`config.mk`:
```
export PLATFORM = sky130hd
export DESIGN_NAME = escape_sequence_codec_flat
export DESIGN_NICKNAME = d
export VERILOG_FILES = /design/src/sv/esc_pkg.sv /design/src/sv/esc_ifs.sv /design/src/sv/esc_lookup.sv /design/src/sv/esc_fifo.sv /design/src/sv/escape_sequence_codec.sv /design/src/flat_wrapper.sv
export SDC_FILE = /design/constraint.sdc
export NUM_CORES = 1
export LEC_CHECK = 0
export BUFFER_PORTS_ARGS = -buffer_cell sky130_fd_sc_hd__buf_2
export CORE_UTILIZATION = 55
export CTS_CLUSTER_SIZE = 16
export DETAILED_ROUTE_END_ITERATION = 6
export PLACE_DENSITY = 0.77
export SLEW_MARGIN = 15
export SYNTH_ARGS = -nofsm -noshare
export SYNTH_HDL_FRONTEND = slang
export SYNTH_HIERARCHICAL = 1
export SYNTH_SLANG_ARGS = --single-unit
```
`constraint.sdc`:
```
create_clock -name clk_i -period 4 [get_ports clk_i]
set_input_delay 0.4 -clock clk_i [delete_from_list [all_inputs] [get_ports clk_i]]
set_output_delay 0.4 -clock clk_i [all_outputs]
set_load 0.02 [all_outputs]
```
`src/sv/esc_pkg.sv`:
```
`timescale 1ns / 1ps

package esc_pkg;

  localparam int CHAR_BITS = 8;
  localparam int TABLE_W   = 64;
  localparam int COUNT_W   = 4;
  localparam int CFG_IDX_W = 3;

  // configuration register indexes
  localparam logic [CFG_IDX_W-1:0] CFG_DECODE_MODE  = 3'd0;
  localparam logic [CFG_IDX_W-1:0] CFG_ENTRY_COUNT  = 3'd1;
  localparam logic [CFG_IDX_W-1:0] CFG_SYMBOL_TABLE = 3'd2;
  localparam logic [CFG_IDX_W-1:0] CFG_CODE_TABLE   = 3'd3;
  localparam logic [CFG_IDX_W-1:0] CFG_ESCAPE_CHAR  = 3'd4;

  localparam logic [CHAR_BITS-1:0] ESCAPE_RESET = 8'd92;

  // output queue
  localparam int OBUF_DEPTH = 4;
  localparam int OBUF_PTR_W = 2;
  localparam int OBUF_CNT_W = 3;

  typedef struct packed {
    logic [CHAR_BITS-1:0] char_out;
    logic                 char_valid;
    logic                 end_of_output;
    logic                 last_of_run;
  } res_t;

endpackage

```
`src/sv/esc_ifs.sv`:
```
`timescale 1ns / 1ps

interface esc_in_if;
  logic                            valid;
  logic                            ready;
  logic [esc_pkg::CHAR_BITS-1:0]   char_in;
  logic                            end_of_input;
  modport source (output valid, output char_in, output end_of_input, input ready);
  modport sink (input valid, input char_in, input end_of_input, output ready);
endinterface

interface esc_out_if;
  logic                            valid;
  logic                            ready;
  logic [esc_pkg::CHAR_BITS-1:0]   char_out;
  logic                            char_valid;
  logic                            end_of_output;
  logic                            last_of_run;
  modport source (output valid, output char_out, output char_valid,
                  output end_of_output, output last_of_run, input ready);
  modport sink (input valid, input char_out, input char_valid,
                input end_of_output, input last_of_run, output ready);
endinterface

interface esc_cfg_if;
  logic                            valid;
  logic                            ready;
  logic [esc_pkg::CFG_IDX_W-1:0]   index;
  logic [esc_pkg::TABLE_W-1:0]     data;
  modport source (output valid, output index, output data, input ready);
  modport sink (input valid, input index, input data, output ready);
endinterface

```
`src/sv/esc_lookup.sv`:
```
`timescale 1ns / 1ps

module esc_lookup #(
  parameter int TABLE_ENTRIES = 8
) (
  input  logic [esc_pkg::TABLE_W-1:0]   key_table_i,
  input  logic [esc_pkg::TABLE_W-1:0]   pair_table_i,
  input  logic [esc_pkg::COUNT_W-1:0]   count_i,
  input  logic [esc_pkg::CHAR_BITS-1:0] key_i,
  output logic                          hit_o,
  output logic [esc_pkg::CHAR_BITS-1:0] pair_o
);

  // scan from the top so the lowest matching entry wins
  always_comb begin
    hit_o  = 1'b0;
    pair_o = '0;
    for (int i = TABLE_ENTRIES - 1; i >= 0; i--) begin
      if ((esc_pkg::COUNT_W'(i) < count_i) &&
          (key_table_i[i*esc_pkg::CHAR_BITS +: esc_pkg::CHAR_BITS] == key_i)) begin
        hit_o  = 1'b1;
        pair_o = pair_table_i[i*esc_pkg::CHAR_BITS +: esc_pkg::CHAR_BITS];
      end
    end
  end

endmodule

```
`src/sv/esc_fifo.sv`:
```
`timescale 1ns / 1ps

module esc_fifo (
  input  logic                             clk_i,
  input  logic                             rst_ni,
  input  logic [1:0]                       push_n_i,
  input  esc_pkg::res_t                    wdata0_i,
  input  esc_pkg::res_t                    wdata1_i,
  output logic [esc_pkg::OBUF_CNT_W-1:0]   count_o,
  output logic                             valid_o,
  input  logic                             ready_i,
  output esc_pkg::res_t                    rdata_o
);

  esc_pkg::res_t                       mem_q [esc_pkg::OBUF_DEPTH];
  logic [esc_pkg::OBUF_PTR_W-1:0]      wr_ptr_q, wr_ptr_d;
  logic [esc_pkg::OBUF_PTR_W-1:0]      rd_ptr_q, rd_ptr_d;
  logic [esc_pkg::OBUF_CNT_W-1:0]      count_q, count_d;
  logic                                pop;

  assign valid_o = (count_q != '0);
  assign pop     = valid_o && ready_i;
  assign rdata_o = mem_q[rd_ptr_q];
  assign count_o = count_q;

  assign wr_ptr_d = wr_ptr_q + esc_pkg::OBUF_PTR_W'(push_n_i);
  assign rd_ptr_d = rd_ptr_q + esc_pkg::OBUF_PTR_W'(pop);
  assign count_d  = count_q + esc_pkg::OBUF_CNT_W'(push_n_i) - esc_pkg::OBUF_CNT_W'(pop);

  // up to two beats written per cycle
  always_ff @(posedge clk_i) begin
    if (push_n_i != 2'd0) begin
      mem_q[wr_ptr_q] <= wdata0_i;
    end
    if (push_n_i == 2'd2) begin
      mem_q[wr_ptr_q + esc_pkg::OBUF_PTR_W'(1)] <= wdata1_i;
    end
  end

  always_ff @(posedge clk_i or negedge rst_ni) begin
    if (!rst_ni) begin
      wr_ptr_q <= '0;
      rd_ptr_q <= '0;
      count_q  <= '0;
    end else begin
      wr_ptr_q <= wr_ptr_d;
      rd_ptr_q <= rd_ptr_d;
      count_q  <= count_d;
    end
  end

endmodule

```
`src/sv/escape_sequence_codec.sv`:
```
`timescale 1ns / 1ps
// Table-driven escape codec on a character stream.
// in_i carries one character per beat with an end-of-string flag; out_o
// carries result beats (character, character-valid, end-of-string,
// last-of-run). cfg_i writes the mode, entry count, symbol and code tables
// and the escape character; write it only while the codec is idle.
// A character accepted on in_i passes through the input register and
// then the output queue, whose head drives the result beats on out_o.
// Throughput: one input beat per cycle while each character yields one
// result and the receiver does not stall; an encoded special character
// yields two beats, so the single output port then limits the input rate.
// The input register advances only while the 4-entry output queue has room
// for two beats, so a stalled receiver backs up into in_i.ready without
// losing or repeating beats.
// Reset clears the escape-pending flag, the pipeline and the queue, and
// loads encode mode, zero entries, zero tables and backslash as escape.

module escape_sequence_codec #(
  parameter int TABLE_ENTRIES = 8
) (
  input  logic     clk_i,
  input  logic     rst_ni,
  esc_cfg_if.sink  cfg_i,
  esc_in_if.sink   in_i,
  esc_out_if.source out_o
);

  // configuration
  logic                            decode_mode_q;
  logic [esc_pkg::COUNT_W-1:0]     entry_count_q;
  logic [esc_pkg::TABLE_W-1:0]     symbol_table_q;
  logic [esc_pkg::TABLE_W-1:0]     code_table_q;
  logic [esc_pkg::CHAR_BITS-1:0]   escape_char_q;

  // input register
  logic                            s1_valid_q;
  logic [esc_pkg::CHAR_BITS-1:0]   s1_char_q;
  logic                            s1_eoi_q;
  logic                            s1_adv;
  logic                            in_take;

  logic                            pending_q, pending_d;

  logic                            sym_hit, code_hit;
  logic [esc_pkg::CHAR_BITS-1:0]   sym_pair, code_pair;

  esc_pkg::res_t                   res0, res1, rdata;
  logic [1:0]                      res_n;
  logic [1:0]                      push_n;
  logic [esc_pkg::OBUF_CNT_W-1:0]  obuf_count;

  assign cfg_i.ready = 1'b1;

  always_ff @(posedge clk_i or negedge rst_ni) begin
    if (!rst_ni) begin
      decode_mode_q  <= 1'b0;
      entry_count_q  <= '0;
      symbol_table_q <= '0;
      code_table_q   <= '0;
      escape_char_q  <= esc_pkg::ESCAPE_RESET;
    end else if (cfg_i.valid) begin
      case (cfg_i.index)
        esc_pkg::CFG_DECODE_MODE:  decode_mode_q  <= cfg_i.data[0];
        esc_pkg::CFG_ENTRY_COUNT:  entry_count_q  <= cfg_i.data[esc_pkg::COUNT_W-1:0];
        esc_pkg::CFG_SYMBOL_TABLE: symbol_table_q <= cfg_i.data;
        esc_pkg::CFG_CODE_TABLE:   code_table_q   <= cfg_i.data;
        esc_pkg::CFG_ESCAPE_CHAR:  escape_char_q  <= cfg_i.data[esc_pkg::CHAR_BITS-1:0];
        default: ;
      endcase
    end
  end

  // room for the worst case of two beats
  assign s1_adv     = s1_valid_q &&
                      (obuf_count <= esc_pkg::OBUF_CNT_W'(esc_pkg::OBUF_DEPTH - 2));
  assign in_i.ready = !s1_valid_q || s1_adv;
  assign in_take    = in_i.valid && in_i.ready;

  always_ff @(posedge clk_i or negedge rst_ni) begin
    if (!rst_ni) begin
      s1_valid_q <= 1'b0;
      pending_q  <= 1'b0;
    end else begin
      if (in_take) begin
        s1_valid_q <= 1'b1;
      end else if (s1_adv) begin
        s1_valid_q <= 1'b0;
      end
      if (s1_adv) begin
        pending_q <= pending_d;
      end
    end
  end

  always_ff @(posedge clk_i) begin
    if (in_take) begin
      s1_char_q <= in_i.char_in;
      s1_eoi_q  <= in_i.end_of_input;
    end
  end

  esc_lookup #(.TABLE_ENTRIES(TABLE_ENTRIES)) u_sym_lookup (
    .key_table_i (symbol_table_q),
    .pair_table_i(code_table_q),
    .count_i     (entry_count_q),
    .key_i       (s1_char_q),
    .hit_o       (sym_hit),
    .pair_o      (code_pair)
  );

  esc_lookup #(.TABLE_ENTRIES(TABLE_ENTRIES)) u_code_lookup (
    .key_table_i (code_table_q),
    .pair_table_i(symbol_table_q),
    .count_i     (entry_count_q),
    .key_i       (s1_char_q),
    .hit_o       (code_hit),
    .pair_o      (sym_pair)
  );

  always_comb begin
    res0      = '{char_out: s1_char_q, char_valid: 1'b1,
                  end_of_output: 1'b0, last_of_run: 1'b0};
    res1      = res0;
    res_n     = 2'd1;
    pending_d = pending_q;
    if (!decode_mode_q) begin
      pending_d = 1'b0;
      if (sym_hit) begin
        res0.char_out = escape_char_q;
        res1.char_out = code_pair;
        res_n         = 2'd2;
      end
    end else if (pending_q) begin
      pending_d = 1'b0;
      if (code_hit) begin
        res0.char_out = sym_pair;
      end
    end else if (s1_char_q == escape_char_q) begin
      pending_d = 1'b1;
      res_n     = 2'd0;
    end
    if (s1_eoi_q) begin
      pending_d = 1'b0;
      // dropped escape at end of string leaves a bare end marker
      if (res_n == 2'd0) begin
        res_n           = 2'd1;
        res0.char_out   = '0;
        res0.char_valid = 1'b0;
      end
      if (res_n == 2'd2) begin
        res1.end_of_output = 1'b1;
      end else begin
        res0.end_of_output = 1'b1;
      end
    end
    if (res_n == 2'd2) begin
      res1.last_of_run = 1'b1;
    end else if (res_n == 2'd1) begin
      res0.last_of_run = 1'b1;
    end
  end

  assign push_n = s1_adv ? res_n : 2'd0;

  esc_fifo u_obuf (
    .clk_i   (clk_i),
    .rst_ni  (rst_ni),
    .push_n_i(push_n),
    .wdata0_i(res0),
    .wdata1_i(res1),
    .count_o (obuf_count),
    .valid_o (out_o.valid),
    .ready_i (out_o.ready),
    .rdata_o (rdata)
  );

  assign out_o.char_out      = rdata.char_out;
  assign out_o.char_valid    = rdata.char_valid;
  assign out_o.end_of_output = rdata.end_of_output;
  assign out_o.last_of_run   = rdata.last_of_run;

endmodule

```
`src/flat_wrapper.sv`:
```
// flat-port wrapper written by rule: the top's interface ports become plain ports
module escape_sequence_codec_flat 
#(
  parameter int TABLE_ENTRIES = 8
)
  (clk_i, rst_ni, cfg_i_valid, cfg_i_index, cfg_i_data, cfg_i_ready, in_i_valid, in_i_char_in, in_i_end_of_input, in_i_ready, out_o_valid, out_o_char_out, out_o_char_valid, out_o_end_of_output, out_o_last_of_run, out_o_ready);
  esc_cfg_if cfg_i_i ();
  esc_in_if in_i_i ();
  esc_out_if out_o_i ();
  input  logic clk_i;
  input  logic rst_ni;
  input wire logic [$bits(cfg_i_i.valid)-1:0] cfg_i_valid;
  input wire logic [$bits(cfg_i_i.index)-1:0] cfg_i_index;
  input wire logic [$bits(cfg_i_i.data)-1:0] cfg_i_data;
  output wire logic [$bits(cfg_i_i.ready)-1:0] cfg_i_ready;
  input wire logic [$bits(in_i_i.valid)-1:0] in_i_valid;
  input wire logic [$bits(in_i_i.char_in)-1:0] in_i_char_in;
  input wire logic [$bits(in_i_i.end_of_input)-1:0] in_i_end_of_input;
  output wire logic [$bits(in_i_i.ready)-1:0] in_i_ready;
  output wire logic [$bits(out_o_i.valid)-1:0] out_o_valid;
  output wire logic [$bits(out_o_i.char_out)-1:0] out_o_char_out;
  output wire logic [$bits(out_o_i.char_valid)-1:0] out_o_char_valid;
  output wire logic [$bits(out_o_i.end_of_output)-1:0] out_o_end_of_output;
  output wire logic [$bits(out_o_i.last_of_run)-1:0] out_o_last_of_run;
  input wire logic [$bits(out_o_i.ready)-1:0] out_o_ready;
  assign cfg_i_i.valid = cfg_i_valid;
  assign cfg_i_i.index = cfg_i_index;
  assign cfg_i_i.data = cfg_i_data;
  assign cfg_i_ready = cfg_i_i.ready;
  assign in_i_i.valid = in_i_valid;
  assign in_i_i.char_in = in_i_char_in;
  assign in_i_i.end_of_input = in_i_end_of_input;
  assign in_i_ready = in_i_i.ready;
  assign out_o_valid = out_o_i.valid;
  assign out_o_char_out = out_o_i.char_out;
  assign out_o_char_valid = out_o_i.char_valid;
  assign out_o_end_of_output = out_o_i.end_of_output;
  assign out_o_last_of_run = out_o_i.last_of_run;
  assign out_o_i.ready = out_o_ready;
  escape_sequence_codec #(.TABLE_ENTRIES(TABLE_ENTRIES)) u_core (.clk_i(clk_i), .rst_ni(rst_ni), .cfg_i(cfg_i_i), .in_i(in_i_i), .out_o(out_o_i));
endmodule
```
-- Word-level counts from Yosys, hierarchy flattened
Memory sizes are Yosys's and may differ from the RTL's.
Cells that the tools add are included.
- eq/ne operators: 25
- shift operators: 0
- muxes and demuxes: 64
- magnitude comparators: 9
- reduce and logical (&&, ||, !) cells: 31
- div/mod/pow operators: 0
- multiply operators: 0
- bitwise gates (word level): 0
- $add $sub $neg: 5
- operators by type and width (operator ; count):
    $mux W8 ; 22
    $eq A8 B8 Y1 ; 17
    $mux W1 ; 33
    $logic_and A1 B1 Y1 ; 19
    $lt A3 B4 Y1 const A ; 4
    $mux W2 ; 7
    $mux W10 ; 1
    $reduce_and A2 Y1 ; 5
    $mux W9 ; 1
    $lt A1 B4 Y1 const A ; 2
    $lt A2 B4 Y1 const A ; 2
    $eq A2 B2 Y1 const B ; 3
    $eq A3 B2 Y1 const B ; 2
    $reduce_bool A2 Y1 ; 2
    $add A3 B2 Y3 ; 1
    $eq A3 B1 Y1 const B ; 1
    $eq A3 B3 Y1 const B ; 1
    $le A3 B2 Y1 const B ; 1
    $logic_not A3 Y1 ; 1
    $reduce_bool A3 Y1 ; 1
    $sub A3 B1 Y3 ; 1
    $add A2 B1 Y2 ; 1
    $add A2 B1 Y2 const B ; 1
    $add A2 B2 Y2 ; 1
    other kinds (4) ; 4
- memory bits (read-only): 0
- bits in writable memories: 44
- bits in latches: 0
- output and inout port bits: 14
- memories: 1
- logic and storage cells: 147
- input bits: 81
- register bits after elaboration: 159
- memories (name ; words ; width ; read ports ; clocked after memory_dff ; wr ports ; RTL line ; text):
    u_core.u_obuf.mem_q ; 4 ; 11 ; 1 ; 0 ; 2 ; esc_fifo.sv:15 ; esc_pkg::res_t mem_q [esc_pkg::OBUF_DEPTH];

-- Logic depth before layout (Yosys ltp)
- depth in word-level cells: 20
- gate-level depth with buffers: 19
- mapped depth without buffers: 14

-- Modules after synthesis
Netlist, hierarchy kept.
- by module, submodules not included (module ; area each (sq um) ; cells an instance ; times used ; sequential area each (sq um)):
    escape_sequence_codec ; 6224.7 ; 419 ; 1 ; 3853.7
    esc_lookup ; 1605.3 ; 231 ; 2 ; 0.0
    esc_fifo ; 2652.5 ; 146 ; 1 ; 1496.4

-- Least setup slack after synthesis
OpenSTA, ideal clock, no wires.
- path kind: register to register
- start: register u_core/s1_char_q[5] (netlist name)
- end: memory u_core/u_obuf/mem_q[0][0] (netlist name), enable pin
- stages on the path, launching flop included: 15
- data arrival time: 3.935 ns
- data required time: 3.603 ns
- path buffers: 3
- path slack: -0.332 ns
- setup time: 0.397 ns
- cell sequence: edfxtp_1 > buf_6 > xor2_1 > nor4_1 > and3_1 > buf_2 > or2_2 > nor4_1 > nand3_1 > buf_2 > nand2b_1 > inv_1 > nor3_1 > nor2_1 > o31ai_1
- RTL lines (element ; RTL line ; text):
    start, declared ; escape_sequence_codec.sv:37 ; logic [esc_pkg::CHAR_BITS-1:0] s1_char_q;
    start signal, assigned ; escape_sequence_codec.sv:97 ; s1_char_q <= in_i.char_in;
    end, declared ; esc_fifo.sv:15 ;

==> impl_results.md <==
- Final setup vio count: 0
- Total power draw: 7.869 mW
- All-Layer GR Usage: 0.2964
- Worst Setup End Kind: flop
- Final Skew: 16.71 ps
- GRT overflow: 0
- Most common cell after layout, fill and taps aside: mux2_2
- CTS sink count: slightly above 200
- Most frequent cells in the layout: 167 x mux2_2, 146 x dfrtp_1, 92 x buf_2
- Yosys reg bits: 203
- GPL Wtd Cong: around 1
- Root Buffer: clkbuf_16
- R2R cell count: 12
- Largest net degree at the start of global routing: 69
- Status: complete, no violations
- Antenna cells: 0
- Fin worst setup slack: roughly 150 ps
- Ys async rst share: 0.7389
- CTS max path bufs: 3
- Cells after DPL: approximately 1.4k
- Cell Area, Synth: 0.01209 mm2
- Startpoint types: flop
- Mean Syn Cell Area: 11.77 um2
- Slew Limit Fails: 0
- Avg WL per Cell: about 23 um
- DR pass1 iterations: 6
- DP HPWL: about 24,000 um
- Synth Area in Adders: 0.004761
- Simple-Gate Fraction of Synth Area: 0.1225
- Ports: between 90 and 100
- Final nets: roughly 1.2k
- Critical setup path kind: flop to flop
- Finished Core Util: 0.6446
- Vias in the first global route: between 8k and 9k
- Initial antenna violation count: 2
- Die X-Extent: about 150 um
- Seq/Total Area, Yosys: 0.4426
- Max FO, Critical Path: 16
- Chip height: roughly 150 um
- Reg area: ~0.0054 mm2
- Setup TNS: 0 ps
- Top_reg_cell synth: dfrtp_1
- Post-synthesis cell count: roughly 1k
- H-Tree Depth: 1
- F_max: roughly 260 MHz
- Relative slew slack: 0.3833
- 1st-iter DRT viols: about 650
- Post-synth EDFFs: 53
- Largest family of logic cells by synthesized area: multiplexers
- Die Area: 0.02258 mm2
- Core ar.: between 0.02 and 0.025 mm2
- Insertion delay to the later sink of the worst-skew pair: 520 ps
- Vias per cell: approximately 6.0
- Via count of the routed design: 8,633
- Distinct cell type count after synthesis: 65
- Required @ worst endpoint: roughly 4300 ps
- Final hold violation count: 0
- Synth Area in Compound Gates: 0.07473
- Post-layout min period: around 3800 ps
- Non-Filler Instances: about 1.4k
- Reg clk slew, reported paths: about 60 ps
- Remaining DRCs: 0
- Synth Area in XOR/XNOR: 0.1046
- RSZ-0062 raised after global routing: false
- Input/output buffers: 93
- Power per cell area: roughly 570 mW/mm2
- TritonCTS clock tree: built
- Leak: around 5.6 nW
- Yosys warnings: 6
- Initial Util: 0.5679
- Tightest Pin Transition: 925.0 ps
- CTS Buf Count: 22
- Post-Route WL: approximately 33,000 um
- Multi-input logic area: 0.006292 mm2
- FP Rows: 53
- First-pass GRT wire length: approximately 50,000 um
- Proportion of synthesized area in mux cells: 0.2101
- Max-cap viol count: 0
- Tcrit/Tclk final: 0.9622
- Arr. time, crit path: around 4000 ps
- Detail Route Antenna Nets: 0
- Worst slack at placement: roughly 170 ps
- Hold depth: 1
- IR drop worst, VDD: ~0.43 mV
- P&R area growth vs syn: 13.52%
- Hold Crit Class: input pin to flop
- Layout cells sized above 1: 0.3691
- # fillers: around 1.6k
## final cells by class
cell class / count / area share
Timing Repair Buffer: 145 / 0.06301
Tap cell: 275 / 0.02508
Sequential cell: 203 / 0.3899
Clock inverter: 7 / 0.01012
Inverter: 21 / 0.005745
Multi-Input combinational cell: 748 / 0.4586
Clock buffer: 33 / 0.04760
## report_power, final
part	internal [mW]	total, mW	switching [mW]
clock	1.39	2.23	0.840
combinational	1.17	2.41	1.24
sequential	2.66	3.23	0.578
total	5.21	7.87	2.66
## per-layer routing
layer | part of all wire | track usage
met5 | 0 | 0
met4 | 0.041 | 0.1212
met3 | 0.074 | 0.04939
met2 | 0.47 | 0.4840
met1 | 0.41 | 0.3922
## per-stage QoR
step / hold WS (ps) / cell area, um2
finish: 57.40 / 13720
global placement: 448.5 / 12900
detailed placement: 448.0 / 12900
floorplan: 104.4 / 12110
CTS: 43.57 / 13700
global route: 47.33 / 13720
## synth_stat cells, types with 6 or more instances
cell type    n  area [um2]
clkbuf_1     7       26.28
nand3_1     15       75.07
mux2_4      19       285.3
buf_6       10       112.6
inv_1       21       78.83
nor4_4       9       191.4
a21oi_1     37       185.2
mux2i_1      7       70.07
xnor2_1     55       481.7
buf_4       24       180.2
buf_2       18       90.09
a21o_1       7       52.55
dfrtp_1    146        3654
a22o_1       8       70.07
mux2_2     167        1881
o21a_1       8       60.06
edfxtp_1    53        1592
or2_2       15       93.84
nand4_1     28       175.2
o21ai_0     28       140.1
mux4_2      11       247.7
o211ai_1    10       75.07
xor2_1      82       718.2
nand2b_1     6       37.54
o21ai_1     10       50.05
nor2_1      59       221.5
o311ai_1     6       52.55
nor4_1      13       81.33
nand2_1     50       187.7
nor3_1      17       85.08
## sequential cells by signal, summed over array words and instances, names as in the netlist, 2 cells and up
register,count
u_core/code_table_q,64
u_core/entry_count_q,4
u_core/escape_char_q,8
u_core/s1_char_q,8
u_core/symbol_table_q,64
u_core/u_obuf/count_o,3
u_core/u_obuf/mem_q,44
u_core/u_obuf/rd_ptr_q,2
u_core/u_obuf/wr_ptr_q,2
## repair_timing
action	CTS	global route
hold buffers	1	0
endpoints found under the setup margin	0	34
buffers inserted	0	0
gates resized for setup	0	4
endpoints found under the hold margin	62	0
## final timing paths
kind / startpoint / to / slack (ps)
setup / recovery: u_core/s1_char_q[0]$_DFFE_PP_ / u_core/u_obuf/mem_q[0][4]$_DFFE_PP_ / 150
hold / removal: in_i_char_in[1] / u_core/s1_char_q[1]$_DFFE_PP_ / 60
setup reg to reg: u_core/s1_char_q[0]$_DFFE_PP_ / u_core/u_obuf/mem_q[0][4]$_DFFE_PP_ / 150
min in group asynchronous: rst_ni / u_core/symbol_table_q[44]$_DFFE_PN0P_ / 450
max in group asynchronous: rst_ni / u_core/symbol_table_q[15]$_DFFE_PN0P_ / 2550
hold reg to reg: u_core/s1_valid_q$_DFFE_PN0P_ / u_core/s1_valid_q$_DFFE_PN0P_ / 530
## cells by family (layout without fill, tap and decap cells)
kind of cell	Yosys count	after routing
flops	203	203
xor+xnor	141	141
simple gates	249	249
buf+inv	80	206
other cells	1	5
mux	209	209
compound gates	140	140
fa+ha+maj	4	4
## critical path: stages (launching register included)
cell,delay (ps)
edfxtp_1,510
buf_4,290
xor2_1,220
nor4_4,440
and3_2,370
o311ai_1,180
a21oi_1,260
o221ai_1,230
a22o_1,250
mux2_2,270
a21oi_1,160
nor2_1,100
mux2_2,310
(Power assumes the default switching activity.)
